===== src/rtl/fpln_pkg.sv =====
// Shared types, constants and stage functions for the fixed-point natural log block.
`timescale 1ns / 1ps

package fpln_pkg;

  localparam int FRAC_BITS   = 11;
  localparam int IN_W        = 16;
  localparam int LOG_W       = 15;
  localparam int MANT_W      = 12;
  localparam int LEN_W       = 5;
  localparam int STAGES      = 12;
  localparam int STAGE_IDX_W = 4;
  localparam int QUEUE_DEPTH = 4;

  localparam logic [LOG_W-1:0]  LN2      = 15'd1420;
  localparam logic [MANT_W-1:0] MANT_ONE = 12'd2048;
  localparam logic [MANT_W-1:0] MANT_MIN = 12'd1024;

  typedef struct packed {
    logic [LOG_W-1:0]  y;
    logic [MANT_W-1:0] m;
    logic              zero;
  } item_t;

  function automatic logic [LOG_W-1:0] stage_log(input logic [STAGE_IDX_W-1:0] idx);
    logic [LOG_W-1:0] c;
    c = '0;
    unique case (idx)
      4'd1:    c = 15'd830;
      4'd2:    c = 15'd457;
      4'd3:    c = 15'd241;
      4'd4:    c = 15'd124;
      4'd5:    c = 15'd63;
      4'd6:    c = 15'd32;
      4'd7:    c = 15'd16;
      4'd8:    c = 15'd8;
      4'd9:    c = 15'd4;
      4'd10:   c = 15'd2;
      4'd11:   c = 15'd1;
      default: c = '0;
    endcase
    return c;
  endfunction

  // times-2 step: only an exact 1024 mantissa can double without passing one
  function automatic item_t pow_step(input item_t it);
    item_t r;
    r = it;
    if (!it.zero && it.m == MANT_MIN) begin
      r.m = MANT_ONE;
      r.y = it.y - LN2;
    end
    return r;
  endfunction

  // multiply by (1 + 2^-idx) when the product stays at or below one
  function automatic item_t k_step(input item_t it, input logic [STAGE_IDX_W-1:0] idx);
    item_t r;
    logic [MANT_W:0] cand;
    r    = it;
    cand = {1'b0, it.m} + ({1'b0, it.m} >> idx);
    if (!it.zero && cand <= {1'b0, MANT_ONE}) begin
      r.m = cand[MANT_W-1:0];
      r.y = it.y - stage_log(idx);
    end
    return r;
  endfunction

endpackage


===== src/rtl/fpln_front.sv =====
// Front end: accept operands, find bit length, seed the estimate and normalize the mantissa.
`timescale 1ns / 1ps

module fpln_front (
  input  logic                     clk,
  input  logic                     rst,
  input  logic                     in_valid,
  output logic                     in_ready,
  input  logic [fpln_pkg::IN_W-1:0] in_value,
  output logic                     out_valid,
  input  logic                     out_ready,
  output fpln_pkg::item_t          out_item
);

  logic                             valid;
  fpln_pkg::item_t                  item;
  fpln_pkg::item_t                  item_next;
  logic [fpln_pkg::LEN_W-1:0]       len;
  logic [fpln_pkg::IN_W+fpln_pkg::FRAC_BITS-1:0] scaled;
  logic [fpln_pkg::LOG_W-1:0]                    seed;

  always_comb begin
    len = '0;
    for (int i = 0; i < fpln_pkg::IN_W; i++) begin
      if (in_value[i]) len = fpln_pkg::LEN_W'(i + 1);
    end
    scaled = {in_value, {fpln_pkg::FRAC_BITS{1'b0}}} >> len;
    seed   = fpln_pkg::LOG_W'(len) * fpln_pkg::LN2;
    item_next.zero = (in_value == '0);
    item_next.m    = scaled[fpln_pkg::MANT_W-1:0];
    item_next.y    = item_next.zero ? '0 : seed;
  end

  assign in_ready  = !valid || out_ready;
  assign out_valid = valid;
  assign out_item  = item;

  always_ff @(posedge clk) begin
    if (rst) begin
      valid <= 1'b0;
    end else if (in_ready) begin
      valid <= in_valid;
    end
  end

  always_ff @(posedge clk) begin
    if (in_ready && in_valid) begin
      item <= item_next;
    end
  end

endmodule


===== src/rtl/fpln_queue.sv =====
// Short request queue between front and back ends.
`timescale 1ns / 1ps

module fpln_queue #(
  parameter int DEPTH = fpln_pkg::QUEUE_DEPTH
) (
  input  logic            clk,
  input  logic            rst,
  input  logic            push_valid,
  output logic            push_ready,
  input  fpln_pkg::item_t push_item,
  output logic            pop_valid,
  input  logic            pop_ready,
  output fpln_pkg::item_t pop_item
);

  localparam int PTR_W = (DEPTH > 1) ? $clog2(DEPTH) : 1;
  localparam int CNT_W = $clog2(DEPTH + 1);

  fpln_pkg::item_t  mem [DEPTH];
  logic [PTR_W-1:0] wr_ptr;
  logic [PTR_W-1:0] rd_ptr;
  logic [CNT_W-1:0] count;
  logic             do_push;
  logic             do_pop;

  assign push_ready = (count != CNT_W'(DEPTH));
  assign pop_valid  = (count != '0);
  assign pop_item   = mem[rd_ptr];
  assign do_push    = push_valid && push_ready;
  assign do_pop     = pop_valid && pop_ready;

  always_ff @(posedge clk) begin
    if (rst) begin
      wr_ptr <= '0;
      rd_ptr <= '0;
      count  <= '0;
    end else begin
      if (do_push) begin
        wr_ptr <= (wr_ptr == PTR_W'(DEPTH - 1)) ? '0 : wr_ptr + 1'b1;
      end
      if (do_pop) begin
        rd_ptr <= (rd_ptr == PTR_W'(DEPTH - 1)) ? '0 : rd_ptr + 1'b1;
      end
      if (do_push && !do_pop) begin
        count <= count + 1'b1;
      end else if (do_pop && !do_push) begin
        count <= count - 1'b1;
      end
    end
  end

  always_ff @(posedge clk) begin
    if (do_push) begin
      mem[wr_ptr] <= push_item;
    end
  end

endmodule


===== src/rtl/fpln_back.sv =====
// Back end: twelve registered shift-add-compare stages ending in the output register.
`timescale 1ns / 1ps

module fpln_back (
  input  logic            clk,
  input  logic            rst,
  input  logic            in_valid,
  output logic            in_ready,
  input  fpln_pkg::item_t in_item,
  output logic            out_valid,
  input  logic            out_ready,
  output fpln_pkg::item_t out_item
);

  localparam int LAST = fpln_pkg::STAGES - 1;

  logic            st_valid [fpln_pkg::STAGES];
  fpln_pkg::item_t st_item  [fpln_pkg::STAGES];
  logic            adv;

  assign adv       = !st_valid[LAST] || out_ready;
  assign in_ready  = adv;
  assign out_valid = st_valid[LAST];
  assign out_item  = st_item[LAST];

  always_ff @(posedge clk) begin
    if (rst) begin
      for (int i = 0; i < fpln_pkg::STAGES; i++) st_valid[i] <= 1'b0;
    end else if (adv) begin
      st_valid[0] <= in_valid;
      for (int i = 1; i < fpln_pkg::STAGES; i++) st_valid[i] <= st_valid[i-1];
    end
  end

  always_ff @(posedge clk) begin
    if (adv) begin
      st_item[0] <= fpln_pkg::pow_step(in_item);
      for (int i = 1; i < fpln_pkg::STAGES; i++) begin
        st_item[i] <= fpln_pkg::k_step(st_item[i-1], fpln_pkg::STAGE_IDX_W'(i));
      end
    end
  end

endmodule


===== src/rtl/fixed_point_natural_log.sv =====
// Top level of the fixed-point natural log block: front end, queue and stage pipeline.
//
//  channel | dir | fields (tdata / tuser, lowest bit first)
//  s_*     | in  | tdata[15:0] value
//  m_*     | out | tdata[14:0] log_value, tdata[15] zero; tuser[0] zero_operand
//
// One request per cycle sustained while the output side does not stall; a request passes
// the front register, a queue entry and the twelve back-end stage registers in turn.
// The back end advances as a whole whenever its output register is empty or taken.
// Reset (rst, synchronous) clears all valid flags and queue pointers.
// The queue absorbs front-end results while the output side stalls.
`timescale 1ns / 1ps

module fixed_point_natural_log #(
  parameter int QUEUE_DEPTH = fpln_pkg::QUEUE_DEPTH
) (
  input  logic        clk,
  input  logic        rst,
  input  logic        s_tvalid,
  output logic        s_tready,
  input  logic [15:0] s_tdata,   // [15:0] value
  output logic        m_tvalid,
  input  logic        m_tready,
  output logic [15:0] m_tdata,   // [14:0] log_value, [15] zero fill
  output logic        m_tuser    // [0] zero_operand
);

  logic            fr_valid;
  logic            fr_ready;
  fpln_pkg::item_t fr_item;
  logic            q_valid;
  logic            q_ready;
  fpln_pkg::item_t q_item;
  fpln_pkg::item_t res_item;

  fpln_front u_front (
    .clk       (clk),
    .rst       (rst),
    .in_valid  (s_tvalid),
    .in_ready  (s_tready),
    .in_value  (s_tdata),
    .out_valid (fr_valid),
    .out_ready (fr_ready),
    .out_item  (fr_item)
  );

  fpln_queue #(
    .DEPTH (QUEUE_DEPTH)
  ) u_queue (
    .clk        (clk),
    .rst        (rst),
    .push_valid (fr_valid),
    .push_ready (fr_ready),
    .push_item  (fr_item),
    .pop_valid  (q_valid),
    .pop_ready  (q_ready),
    .pop_item   (q_item)
  );

  fpln_back u_back (
    .clk       (clk),
    .rst       (rst),
    .in_valid  (q_valid),
    .in_ready  (q_ready),
    .in_item   (q_item),
    .out_valid (m_tvalid),
    .out_ready (m_tready),
    .out_item  (res_item)
  );

  assign m_tdata = {1'b0, res_item.y};
  assign m_tuser = res_item.zero;

endmodule


===== config.mk =====
export PLATFORM = sky130hd
export DESIGN_NAME = fixed_point_natural_log
export DESIGN_NICKNAME = d
export VERILOG_FILES = /design/src/rtl/fpln_pkg.sv /design/src/rtl/fpln_front.sv /design/src/rtl/fpln_queue.sv /design/src/rtl/fpln_back.sv /design/src/rtl/fixed_point_natural_log.sv
export SDC_FILE = /design/constraint.sdc
export NUM_CORES = 1
export LEC_CHECK = 0
export ABC_CLOCK_PERIOD_IN_PS = 12600
export BUFFER_PORTS_ARGS = -buffer_cell sky130_fd_sc_hd__buf_4
export CAP_MARGIN = 30
export CORE_MARGIN = 8
export CORE_UTILIZATION = 64
export CTS_CLUSTER_DIAMETER = 150
export DETAILED_ROUTE_END_ITERATION = 10
export GPL_TIMING_DRIVEN = 0
export HOLD_SLACK_MARGIN = 0.02
export PLACE_DENSITY = 0.81
export SLEW_MARGIN = 20
export SYNTH_ARGS = -nofsm -noshare
export SYNTH_HDL_FRONTEND = slang
export SYNTH_SLANG_ARGS = --single-unit
export TNS_END_PERCENT = 20

===== constraint.sdc =====
create_clock -name clk -period 12.6 [get_ports clk]
set_input_delay 0.63 -clock clk [delete_from_list [all_inputs] [get_ports clk]]
set_output_delay 0.63 -clock clk [all_outputs]
set_load 0.02 [all_outputs]

==> results.sh, run 1 <==
export IMPL_status="finished clean"
export IMPL_dp_slack_ns=7.98
export IMPL_peakVddDrop_mv=0.150
export IMPL_post_cts_resized=0
export IMPL_path_class="flop to flop"
export IMPL_hold_buffers=0
export IMPL_finalSetupViolCount=0
export IMPL_wl_microns=52500
export IMPL_cts_root_buf="clkbuf_16"
export IMPL_synth_cell_type_count=84
export IMPL_cp_slowest_cell="a221oi_2"
export IMPL_synth_area_per_cell_sq_um=12.2
export IMPL_clk_pin_slew_ns=0.06
export IMPL_multiInputGateArea_sq_um=10700
export IMPL_max_freq_mhz=214
export IMPL_nNetsFinal=2333
export IMPL_pin_count=39
export IMPL_setup_worst_path_end_class="flop"
export IMPL_drtAntennaViolNets=0
export IMPL_rr_worst_depth=12
export IMPL_start_util_pct=64.6
export IMPL_whs_path_depth=3
export IMPL_critPathMaxFanout=10
export IMPL_cts_max_level=2
export IMPL_final_hold_viol_count=0
export IMPL_yosysWarnings=0
export IMPL_first_pass_iters=6
export IMPL_rsz0062_at_grt="false"
export IMPL_die_area_sq_um=46600
export IMPL_cts_tree="done"
export IMPL_power_leakage_nw=10.5
export IMPL_setup_slack_ns=7.92
export IMPL_ctsLongestPathBuffers=3
export IMPL_cp_top_family="compound AO/OA/AOI/OAI gates"
export IMPL_async_flop_share_pct=0
export IMPL_wl_per_cell_microns=19.0
export IMPL_path_cells="ha_1, inv_1, fa_1, nor2b_1, o31a_1, o21ai_0, a21oi_1, nor4_1, o211ai_1, a221oi_2, clkbuf_1, xor2_1"
export IMPL_grt_ovfl_total=0
export IMPL_grt_pass1_vias=17000
export IMPL_synth_cells=2099
export IMPL_fill_cells=2611
export IMPL_place_inst=2669
export IMPL_grt_pass1_wl_microns=84900
export IMPL_post_drt_via_cell_ratio=6.08
export IMPL_worstSetupStartpointType="flop"
export IMPL_maxCapViolCount=0
export IMPL_hold_path_class="primary input to flop"
export IMPL_syn_to_final_growth_pct=10.6
export IMPL_yosys_most_used_dff="edfxtp_1"
export IMPL_instances_no_fill=2763
export IMPL_grt_total_usage_pct=22.0
export IMPL_first_iter_violations=1475
export IMPL_grt_max_degree=62
export IMPL_die_y_microns=216
export IMPL_core_sq_um=39500
export IMPL_slew_limit_headroom_pct=35.7
export IMPL_antenna_cells=0
export IMPL_drive_gt1_share_pct=11.0
export IMPL_fin_skew_ns=0.0136
export IMPL_vias=16800
export IMPL_worstMarginPinSlew_ns=0.965
export IMPL_r2r_end="u_back.st_item[1][41]"
export IMPL_syn_cell_area_sq_um=25500
export IMPL_clock_sinks=473
export IMPL_critical_path_required_ns=12.92
export IMPL_period_share_pct=37.1
export IMPL_drc=0
export IMPL_place_congestion=0.875
export IMPL_synth_edff_count=463
export IMPL_powerDensity_nw_per_um2=289
export IMPL_synth_seq_cells=473
export IMPL_final_seq_area_sq_um=14100
export IMPL_cp_buffers_inverters=2
export IMPL_numPortBuffers=37
export IMPL_clkLatencyLatePin_ns=0.58
export IMPL_drv_slew=0
export IMPL_cts_setup_buffers=0
export IMPL_slowest_delay_ns=0.84
export IMPL_regToRegSetupSlack_ns=7.92
export IMPL_min_delay_start="s_tvalid"
export IMPL_reg2reg_from="u_back.st_item[1][6]"
export IMPL_numCtsBuffers=50
export IMPL_arrival_ns=5.00
export IMPL_die_w_microns=216
export IMPL_place_detailed_hpwl_microns=36600
export IMPL_min_period_ns=4.68
export IMPL_antenna_found_initial=1
export IMPL_num_rows=73
export IMPL_min_to="u_front.out_valid"
export IMPL_ys_seq_area_share_pct=55.2
## report_power, final
part	internal (mW)	switching [mW]	leakage, nW
registers	2.61	0.540	4.82
logic	1.60	2.02	4.88
clock network	0.806	0.598	0.757
## cells in the mapped netlist (5+ instances only)
cell type | number | share of area (%)
a22oi_1 | 5 | 0.15
nand2_1 | 125 | 1.8
nand4_1 | 24 | 0.59
nor4_1 | 30 | 0.73
o21ai_0 | 68 | 1.3
inv_1 | 98 | 1.4
o211ai_1 | 10 | 0.29
a21o_1 | 18 | 0.53
or2_2 | 11 | 0.27
edfxtp_1 | 463 | 54
o31ai_1 | 12 | 0.35
dfxtp_1 | 10 | 0.78
a211oi_1 | 12 | 0.35
and2_1 | 22 | 0.54
nor4b_1 | 9 | 0.31
clkbuf_1 | 49 | 0.72
nor2b_1 | 26 | 0.64
xor2_1 | 94 | 3.2
mux2_2 | 43 | 1.9
nor3b_1 | 9 | 0.26
o31a_1 | 7 | 0.24
o21bai_1 | 6 | 0.18
nor2_1 | 175 | 2.6
nand2b_1 | 19 | 0.47
and3_1 | 16 | 0.39
o22ai_1 | 6 | 0.15
nand3b_1 | 8 | 0.24
mux4_2 | 26 | 2.3
buf_4 | 17 | 0.50
nand4b_1 | 11 | 0.38
a2111oi_0 | 6 | 0.21
nor3_1 | 50 | 0.98
a21oi_1 | 84 | 1.6
o21a_1 | 22 | 0.65
nand3_1 | 57 | 1.1
xnor2_1 | 167 | 5.7
or3_1 | 23 | 0.56
fa_1 | 14 | 1.1
a32oi_1 | 5 | 0.17
or4_1 | 18 | 0.53
a31o_2 | 6 | 0.21
mux2i_1 | 38 | 1.5
a31oi_1 | 13 | 0.32
ha_1 | 101 | 4.9
## logic make-up after synthesis
group	after synthesis	synth area share (%)
simple gates	647	13.0
flops	473	55.2
compound gates	319	8.18
xor+xnor	261	8.95
buf+inv	175	2.90
fa+ha+maj	115	6.04
mux	108	5.72
other cells	1	0.0147
## layer usage
layer  up-vias  GRT usage (%)  wire, microns
met5         -              0             11
met4         2           6.01           1170
met1      8167           26.8          21200
li1       8000              -              -
met2       537           40.2          27600
met3       102           3.40           2480
## tightest hold or removal path, cell delays in order
cell,delay [ns]
buf_4,0.07
inv_1,0.06
a21oi_1,0.12
## final cells by class
type	instances	area share [%]
Clock inverter	28	0.673
Multi-Input combinational cell	1452	38.0
Timing Repair Buffer	46	1.64
Inverter	99	1.31
Buffer	76	1.31
Tap cell	525	2.32
Clock buffer	64	4.83
Sequential cell	473	49.9
## placed cells by master, fill, tap and decap left out, types with 30 or more instances in the layout
cell type,n
xnor2_1,167
nor3_1,50
edfxtp_1,463
nand3_1,57
ha_1,101
clkbuf_16,52
nand2_1,125
mux2i_1,38
inv_1,98
nor4_1,30
mux2_2,43
clkbuf_1,59
buf_4,54
o21ai_0,68
nor2_1,175
a21oi_1,84
xor2_1,94
## state kept, by name, summed over array words and instances (netlist names), named ones only
register           count
u_back.st_item       321
u_queue.mem          104
u_front.out_item      26
u_back.st_valid       12
u_queue.count          3
u_queue.rd_ptr         2
u_queue.wr_ptr         2
u_front.out_valid      1
## worst max path at each step
stage | cells past startpoint | from | endpoint | slack [ns]
6_report | 12 | u_back.st_item[1][6] | u_back.st_item[1][41] | 7.92
5_1_grt | 12 | u_back.st_item[1][6] | u_back.st_item[1][41] | 7.70
4_1_cts | 12 | u_back.st_item[1][6] | u_back.st_item[1][41] | 8.00
3_5_place_dp | 17 | s_tdata[14] | u_front.out_item[26] | 7.98
3_3_place_gp | 9 | m_tready | u_queue.count[2] | -2.06
2_1_floorplan | 8 | m_tready | u_queue.count[2] | 1.24
## metrics by stage
| stage | util (%) | area [sq um] | setup TNS (ns) | hold slack, ns | power, mW |
|---|---|---|---|---|---|
| finish | 71.5 | 28300 | 0 | 0.344 | 8.17 |
| global route | 71.5 | 28300 | 0 | 0.334 | 8.68 |
| CTS | 71.4 | 28200 | 0 | 0.317 | 8.16 |
| floorplan | - | 25600 | 0 | 0.400 | 5.75 |
| global placement | 67.0 | 26500 | -11.21 | 0.402 | 6.54 |
| detailed placement | 67.5 | 26700 | 0 | 0.407 | 6.70 |
Note: power is estimated with default switching activity, not from simulation.
==> inputs of run 2 (changes only) <==
- ABC_CLOCK_PERIOD_IN_PS: 12600 -> 4700
- clock period: 12.6 -> 4.7 ns (I/O delays scaled with it)
==> run 2 against run 1 <==
  * Via count shrank 0.79%
  * Design area increased by 0.56%
  * Combinational power rose to 2.6 times the previous value
  * Global-route usage shrank 0.56 points
  * Flip-flop and latch count unchanged
  * Non-clock buffer count is 5 higher
  * Register-to-register slack worse by 7.6 ns
  * Routed wire length is 4.4% lower
  * Clock-buffer cell count shrank 6
  * Final cell count is essentially flat
  * First-iteration DRC count rose by 7.8%
  * Sequential power increased to 2.7 times the previous value
  * Critical endpoint is now u_front.out_item[26]
==> results.sh, run 2 (synthesis gave the netlist of run 1 again) <==
export IMPL_status="finished clean"
export IMPL_place_detailed_hpwl_microns=35900
export IMPL_largest_reg_flops=321
export IMPL_layout_commonest_cell="edfxtp_1"
export IMPL_finalSetupViolCount=0
export IMPL_die_area_sq_um=46600
export IMPL_slowest_delay_ns=0.92
export IMPL_period_share_pct=94.5
export IMPL_clkLatencyLatePin_ns=0.58
export IMPL_antenna_found_initial=1
export IMPL_largest_register="u_back.st_item"
export IMPL_numCtsBuffers=49
export IMPL_cp_num_cells=18
export IMPL_path_common_cell="nor2_1"
export IMPL_p_int_mw=13.6
export IMPL_maxCapViolCount=0
export IMPL_critical_path_required_ns=5.00
export IMPL_ctsLongestPathBuffers=3
export IMPL_grt_ovfl_total=0
export IMPL_cts_root_buf="clkbuf_16"
export IMPL_hold_path_class="primary input to flop"
export IMPL_rsz0062_at_grt="false"
export IMPL_clk_pin_slew_ns=0.06
export IMPL_powerDensity_nw_per_um2=772
export IMPL_power_leakage_nw=10.5
export IMPL_netSwitchingFraction_pct=38.0
export IMPL_fin_skew_ns=0.0239
export IMPL_cp_buffers_inverters=3
export IMPL_crit_end="u_front.out_item[26]"
export IMPL_r2r_end="u_back.st_item[2][37]"
export IMPL_p_clk_share_pct=18.0
export IMPL_die_y_microns=216
export IMPL_pin_count=39
export IMPL_path_class="primary input to flop"
export IMPL_cts_tree="done"
export IMPL_syn_to_final_growth_pct=11.2
export IMPL_hold_ws_ns=0.0534
export IMPL_start_util_pct=64.6
export IMPL_critPathMaxFanout=9
export IMPL_fill_cells=2488
export IMPL_clock_sinks=473
export IMPL_worstSetupStartpointType="primary input"
export IMPL_peakVddDrop_mv=0.427
export IMPL_wl_microns=50200
export IMPL_drtAntennaViolNets=0
export IMPL_regToRegSetupSlack_ns=0.35
export IMPL_cp_slowest_cell="a311oi_1"
export IMPL_vias=16700
export IMPL_grt_pass1_wl_microns=83200
export IMPL_final_cell_mix="edfxtp_1 (463), nor2_1 (175), xnor2_1 (167)"
export IMPL_drc=0
export IMPL_place_inst=2669
export IMPL_reg2reg_from="u_back.st_item[2][10]"
export IMPL_core_sq_um=39500
export IMPL_grt_total_usage_pct=21.5
export IMPL_min_period_ns=4.44
export IMPL_startpoint="s_tdata[9]"
export IMPL_max_freq_mhz=225
export IMPL_cp_top_family="compound AO/OA/AOI/OAI gates"
export IMPL_post_drt_via_cell_ratio=6.03
export IMPL_cts_max_level=2
export IMPL_instances_no_fill=2765
export IMPL_seqPwrFrac_pct=38.4
export IMPL_postLayoutCoreUtil_pct=71.9
export IMPL_setup_worst_path_end_class="flop"
export IMPL_design_area_sq_um=28400
export IMPL_setup_slack_ns=0.258
export IMPL_wl_per_cell_microns=18.1
export IMPL_drv_slew=0
export IMPL_combPwrFrac_pct=43.7
export IMPL_antenna_cells=0
export IMPL_drive_gt1_share_pct=11.4
export IMPL_grt_max_degree=62
export IMPL_place_congestion=0.884
export IMPL_cts_setup_buffers=0
export IMPL_final_hold_viol_count=0
export IMPL_arrival_ns=4.74
export IMPL_path_cells="dlygate4sd3_1, buf_4, nor2_1, o311ai_0, a311oi_1, nor2_1, ha_1, ha_1, ha_1, a31o_2, a31oi_1, inv_1, a21oi_1, nor2_1, a21oi_1, nor2b_1, xnor2_1, nor2_1"
export IMPL_first_pass_iters=5
export IMPL_slew_limit_headroom_pct=29.2
export IMPL_numPortBuffers=37
export IMPL_grt_pass1_vias=16800
export IMPL_worstMarginPinSlew_ns=1.06
export IMPL_first_iter_violations=1590
export IMPL_dp_slack_ns=0.180
export IMPL_num_rows=73
export IMPL_p_switching_mw=8.33
export IMPL_rr_worst_depth=15
export IMPL_nNetsFinal=2337
export IMPL_dpl_cell_area_sq_um=26700
export IMPL_multiInputGateArea_sq_um=10800
export IMPL_die_w_microns=216
export IMPL_whs_path_depth=3
export IMPL_final_seq_area_sq_um=14100
## run 2: what timing repair did
item | 4_1_cts | 5_1_grt
gates resized for setup | 0 | 5
setup endpoints to repair | 0 | 19
hold buffers | 5 | 0
hold endpoints to repair | 6 | 0
## run 2: metrics by stage
| step | total power, mW | setup TNS, ns |
|---|---|---|
| 3_5_place_dp | 17.9 | 0 |
| 3_3_place_gp | 17.5 | -1.61 |
| 5_1_grt | 23.5 | 0 |
| 4_1_cts | 22.0 | 0 |
| 2_1_floorplan | 15.4 | 0 |
| 6_report | 21.9 | 0 |
## run 2: routing by layer
metal | part of all wire [%] | vias up | track usage, %
li1 | - | 8002 | -
met1 | 41 | 8133 | 26.3
met2 | 53 | 433 | 39.1
met3 | 4.6 | 106 | 3.44
met4 | 1.9 | 2 | 5.38
met5 | 0.020 | - | 0
## run 2: final cells by class
class / count / share of cell area, %
buffer: 76 / 1.31
clock buffer: 58 / 4.65
clock inverter: 31 / 1.17
inverter: 99 / 1.31
multi-input combinational: 1452 / 37.8
sequential: 473 / 49.6
tap: 525 / 2.31
timing repair buffer: 51 / 1.78
## run 2: worst min-delay path by stage
stage	from	end	slack [ns]
after global routing	s_tdata[10]	u_front.out_item[6]	0.03
final	s_tdata[10]	u_front.out_item[6]	0.05
after CTS	s_tdata[10]	u_front.out_item[6]	0.02
after detailed placement	u_back.st_item[0][16]	u_back.st_item[0][44]	0.41
after global placement	u_back.st_item[0][98]	u_back.st_item[1][14]	0.40
after floorplan	s_tvalid	u_front.out_valid	0.39
## run 2: tightest hold or removal path: stages
cell and delay [ns]:
buf_4 0.13, a32oi_1 0.06, o21ai_0 0.08
## run 2: power groups by stage
stage	sequential [mW]	combinational (mW)	clock, mW
5_1_grt	8.62	10.7	4.15
2_1_floorplan	7.96	7.46	0
4_1_cts	8.40	9.57	3.99
6_report	8.42	9.59	3.94
3_5_place_dp	8.46	9.44	0
3_3_place_gp	8.36	9.14	0
==> inputs of run 3 (changes only) <==
- ABC_AREA: unset -> 1
==> run 3 against run 2 <==
  * Utilization hardly changed
  * Fmax is 9.2% higher
  * Final cell count is 29% higher
  * Synthesized cell count is 38% higher
  * Total power is 7.2% higher
==> results.sh, run 3 <==
export IMPL_largest_reg_flops=321
export IMPL_yosys_area_top_type="edfxtp_1"
export IMPL_grt_total_usage_pct=23.5
export IMPL_nNetsFinal=3134
export IMPL_antenna_found_initial=2
export IMPL_path_class="primary input to flop"
export IMPL_setup_slack_ns=0.634
export IMPL_design_area_sq_um=30100
export IMPL_syn_to_final_growth_pct=10.7
export IMPL_hold_ws_ns=0.0638
export IMPL_clock_sinks=473
export IMPL_async_flop_share_pct=0
export IMPL_period_share_pct=86.5
export IMPL_hold_path_class="primary input to flop"
export IMPL_power_leakage_nw=13.2
export IMPL_finalPower_mw=23.5
export IMPL_drv_slew=0
export IMPL_status="finished clean"
export IMPL_synth_cells=2898
export IMPL_powerDensity_nw_per_um2=781
export IMPL_postLayoutCoreUtil_pct=71.8
export IMPL_drc=0
export IMPL_ys_seq_area_share_pct=51.8
export IMPL_critical_path_required_ns=5.14
export IMPL_final_cell_mix="nand2_1 (712), edfxtp_1 (463), nand3_1 (304)"
export IMPL_p_int_mw=13.6
export IMPL_synth_seq_cells=473
export IMPL_die_y_microns=222
export IMPL_grt_pass1_vias=20200
export IMPL_drtAntennaViolNets=0
export IMPL_first_iter_violations=1792
export IMPL_syn_cell_area_sq_um=27200
export IMPL_cp_slowest_cell="dlygate4sd3_1"
export IMPL_cts_tree="done"
export IMPL_num_rows=75
export IMPL_synth_cell_type_count=66
export IMPL_synth_edff_count=463
export IMPL_synthTopCellsByCount="nand2_1 (713), edfxtp_1 (463), nand3_1 (304), inv_1 (300), nor2_1 (203)"
export IMPL_cts_max_level=2
export IMPL_place_congestion=0.924
export IMPL_core_sq_um=41900
export IMPL_seqPwrFrac_pct=35.9
export IMPL_synth_area_leaders="edfxtp_1 (51%), nand2_1 (9.8%), nand3_1 (5.6%)"
export IMPL_clkLatencyLatePin_ns=0.60
export IMPL_critPathMaxFanout=11
export IMPL_place_inst=3481
export IMPL_final_hold_viol_count=0
export IMPL_first_pass_iters=6
export IMPL_wl_per_cell_microns=16.5
export IMPL_netSwitchingFraction_pct=42.3
export IMPL_numCtsBuffers=50
export IMPL_largest_register="u_back.st_item"
export IMPL_cp_top_family="compound AO/OA/AOI/OAI gates"
export IMPL_slowest_delay_ns=0.54
export IMPL_combPwrFrac_pct=46.7
export IMPL_yosysWarnings=0
export IMPL_path_cells="dlygate4sd3_1, buf_4, nor2_1, nand2_1, inv_1, a21oi_1, clkbuf_1, ha_1, ha_1, ha_1, nand2_1, inv_1, o21ai_0, nor2_1, inv_1, o21ai_0, a31oi_1, or2_2, o21bai_1, o21ai_0, a21oi_1"
export IMPL_post_drt_via_cell_ratio=5.73
export IMPL_arrival_ns=4.51
export IMPL_peakVddDrop_mv=0.391
export IMPL_grt_pass1_wl_microns=96800
export IMPL_worstMarginPinSlew_ns=0.605
export IMPL_min_period_ns=4.07
export IMPL_yosysMostFrequentCell="nand2_1"
export IMPL_synth_area_per_cell_sq_um=9.39
export IMPL_maxCapViolCount=0
export IMPL_start_util_pct=64.9
export IMPL_cts_root_buf="clkbuf_16"
export IMPL_antenna_cells=0
export IMPL_fin_skew_ns=0.0305
export IMPL_numPortBuffers=36
export IMPL_p_switching_mw=9.95
export IMPL_finalSetupViolCount=0
export IMPL_layout_commonest_cell="nand2_1"
export IMPL_dp_slack_ns=0.546
export IMPL_rsz0062_at_grt="false"
export IMPL_setup_tns_final_ns=0
export IMPL_grt_max_degree=109
export IMPL_synth_top_area_share_pct=51.1
export IMPL_vias=20500
export IMPL_place_detailed_hpwl_microns=42400
export IMPL_die_w_microns=222
export IMPL_cp_buffers_inverters=6
export IMPL_dpl_cell_area_sq_um=28400
export IMPL_die_area_sq_um=49400
export IMPL_grt_ovfl_total=0
export IMPL_clk_pin_slew_ns=0.06
export IMPL_yosys_most_used_dff="edfxtp_1"
export IMPL_wl_microns=58900
export IMPL_post_cts_resized=0
export IMPL_pin_count=39
export IMPL_slew_limit_headroom_pct=59.7
export IMPL_setup_worst_path_end_class="flop"
export IMPL_max_freq_mhz=246
export IMPL_ctsLongestPathBuffers=3
export IMPL_drive_gt1_share_pct=9.22
export IMPL_instances_no_fill=3577
export IMPL_worstSetupStartpointType="primary input"
export IMPL_p_clk_share_pct=17.4
## run 3: cell count changes after synthesis, moves of 28 or more
| cell | previous run | this run |
|---|---|---|
| buf_2 | 4 | 34 |
| clkbuf_1 | 49 | 19 |
| inv_1 | 98 | 300 |
| mux2_2 | 43 | 7 |
| mux2i_1 | 38 | 0 |
| nand2_1 | 125 | 713 |
| nand3_1 | 57 | 304 |
| nor2_1 | 175 | 203 |
| o21ai_1 | 3 | 57 |
| xnor2_1 | 167 | 73 |
| xor2_1 | 94 | 151 |
## run 3: layer usage
metal	wire length, microns	track usage, %	up-vias
li1	-	-	10000
met4	1860	8.89	4
met3	2800	3.08	132
met2	30000	42.5	572
met1	24200	28.2	9749
met5	27	0	-
## run 3: cells by family after synthesis
kind of cell	Yosys count	synth area share, %
simple gates	1376	22.1
compound gates	291	6.24
flops	473	51.8
fa+ha+maj	115	5.67
xor+xnor	224	7.21
buf+inv	410	6.60
mux	8	0.331
other cells	1	0.0138
## run 3: final timing paths
| check | startpoint | end | slack [ns] | cells after the start |
|---|---|---|---|---|
| max | s_tdata[14] | u_front.out_item[27] | 0.63 | 21 |
| max reg2reg | u_back.st_item[0][2] | u_back.st_item[0][34] | 1.34 | 17 |
| min reg2reg | u_back.st_item[1][99] | u_back.st_item[2][15] | 0.41 | 0 |
| min | s_tdata[10] | u_front.out_item[6] | 0.06 | 3 |
## run 3: power by group through the flow
stage | Clock [mW] | Combinational (mW) | Sequential [mW]
6_report | 4.09 | 11.0 | 8.45
2_1_floorplan | 0 | 8.49 | 7.98
3_5_place_dp | 0 | 10.8 | 8.49
5_1_grt | 4.31 | 12.4 | 8.64
3_3_place_gp | 0 | 10.4 | 8.43
4_1_cts | 4.15 | 11.0 | 8.43
## run 3: area by class of cell
class / count / area [sq um]
Buffer: 97 / 613
Clock buffer: 60 / 1360
Clock inverter: 31 / 348
Fill cell: 2964 / 11800
Inverter: 313 / 1180
Multi-Input combinational cell: 2016 / 11400
Sequential cell: 473 / 14100
Tap cell: 539 / 674
Timing Repair Buffer: 48 / 488
## run 3: repair_timing
action | CTS | global route
buffers inserted | 0 | 0
hold buffers | 4 | 0
endpoints found under the hold margin | 6 | 0
## run 3: worst reg2reg max path, cell delays in order, from the launching register on
cell      delay [ns]
edfxtp_1        0.42
ha_1            0.24
inv_1           0.07
fa_1            0.41
o21ai_1         0.24
nand2_1         0.07
nand2_1         0.06
a21oi_1         0.09
o21ai_1         0.20
nand2_1         0.07
nand2_1         0.10
xor2_1          0.08
inv_1           0.07
nand4_1         0.07
nand2_1         0.10
nand2_2         0.10
buf_2           0.19
o21ai_0         0.48
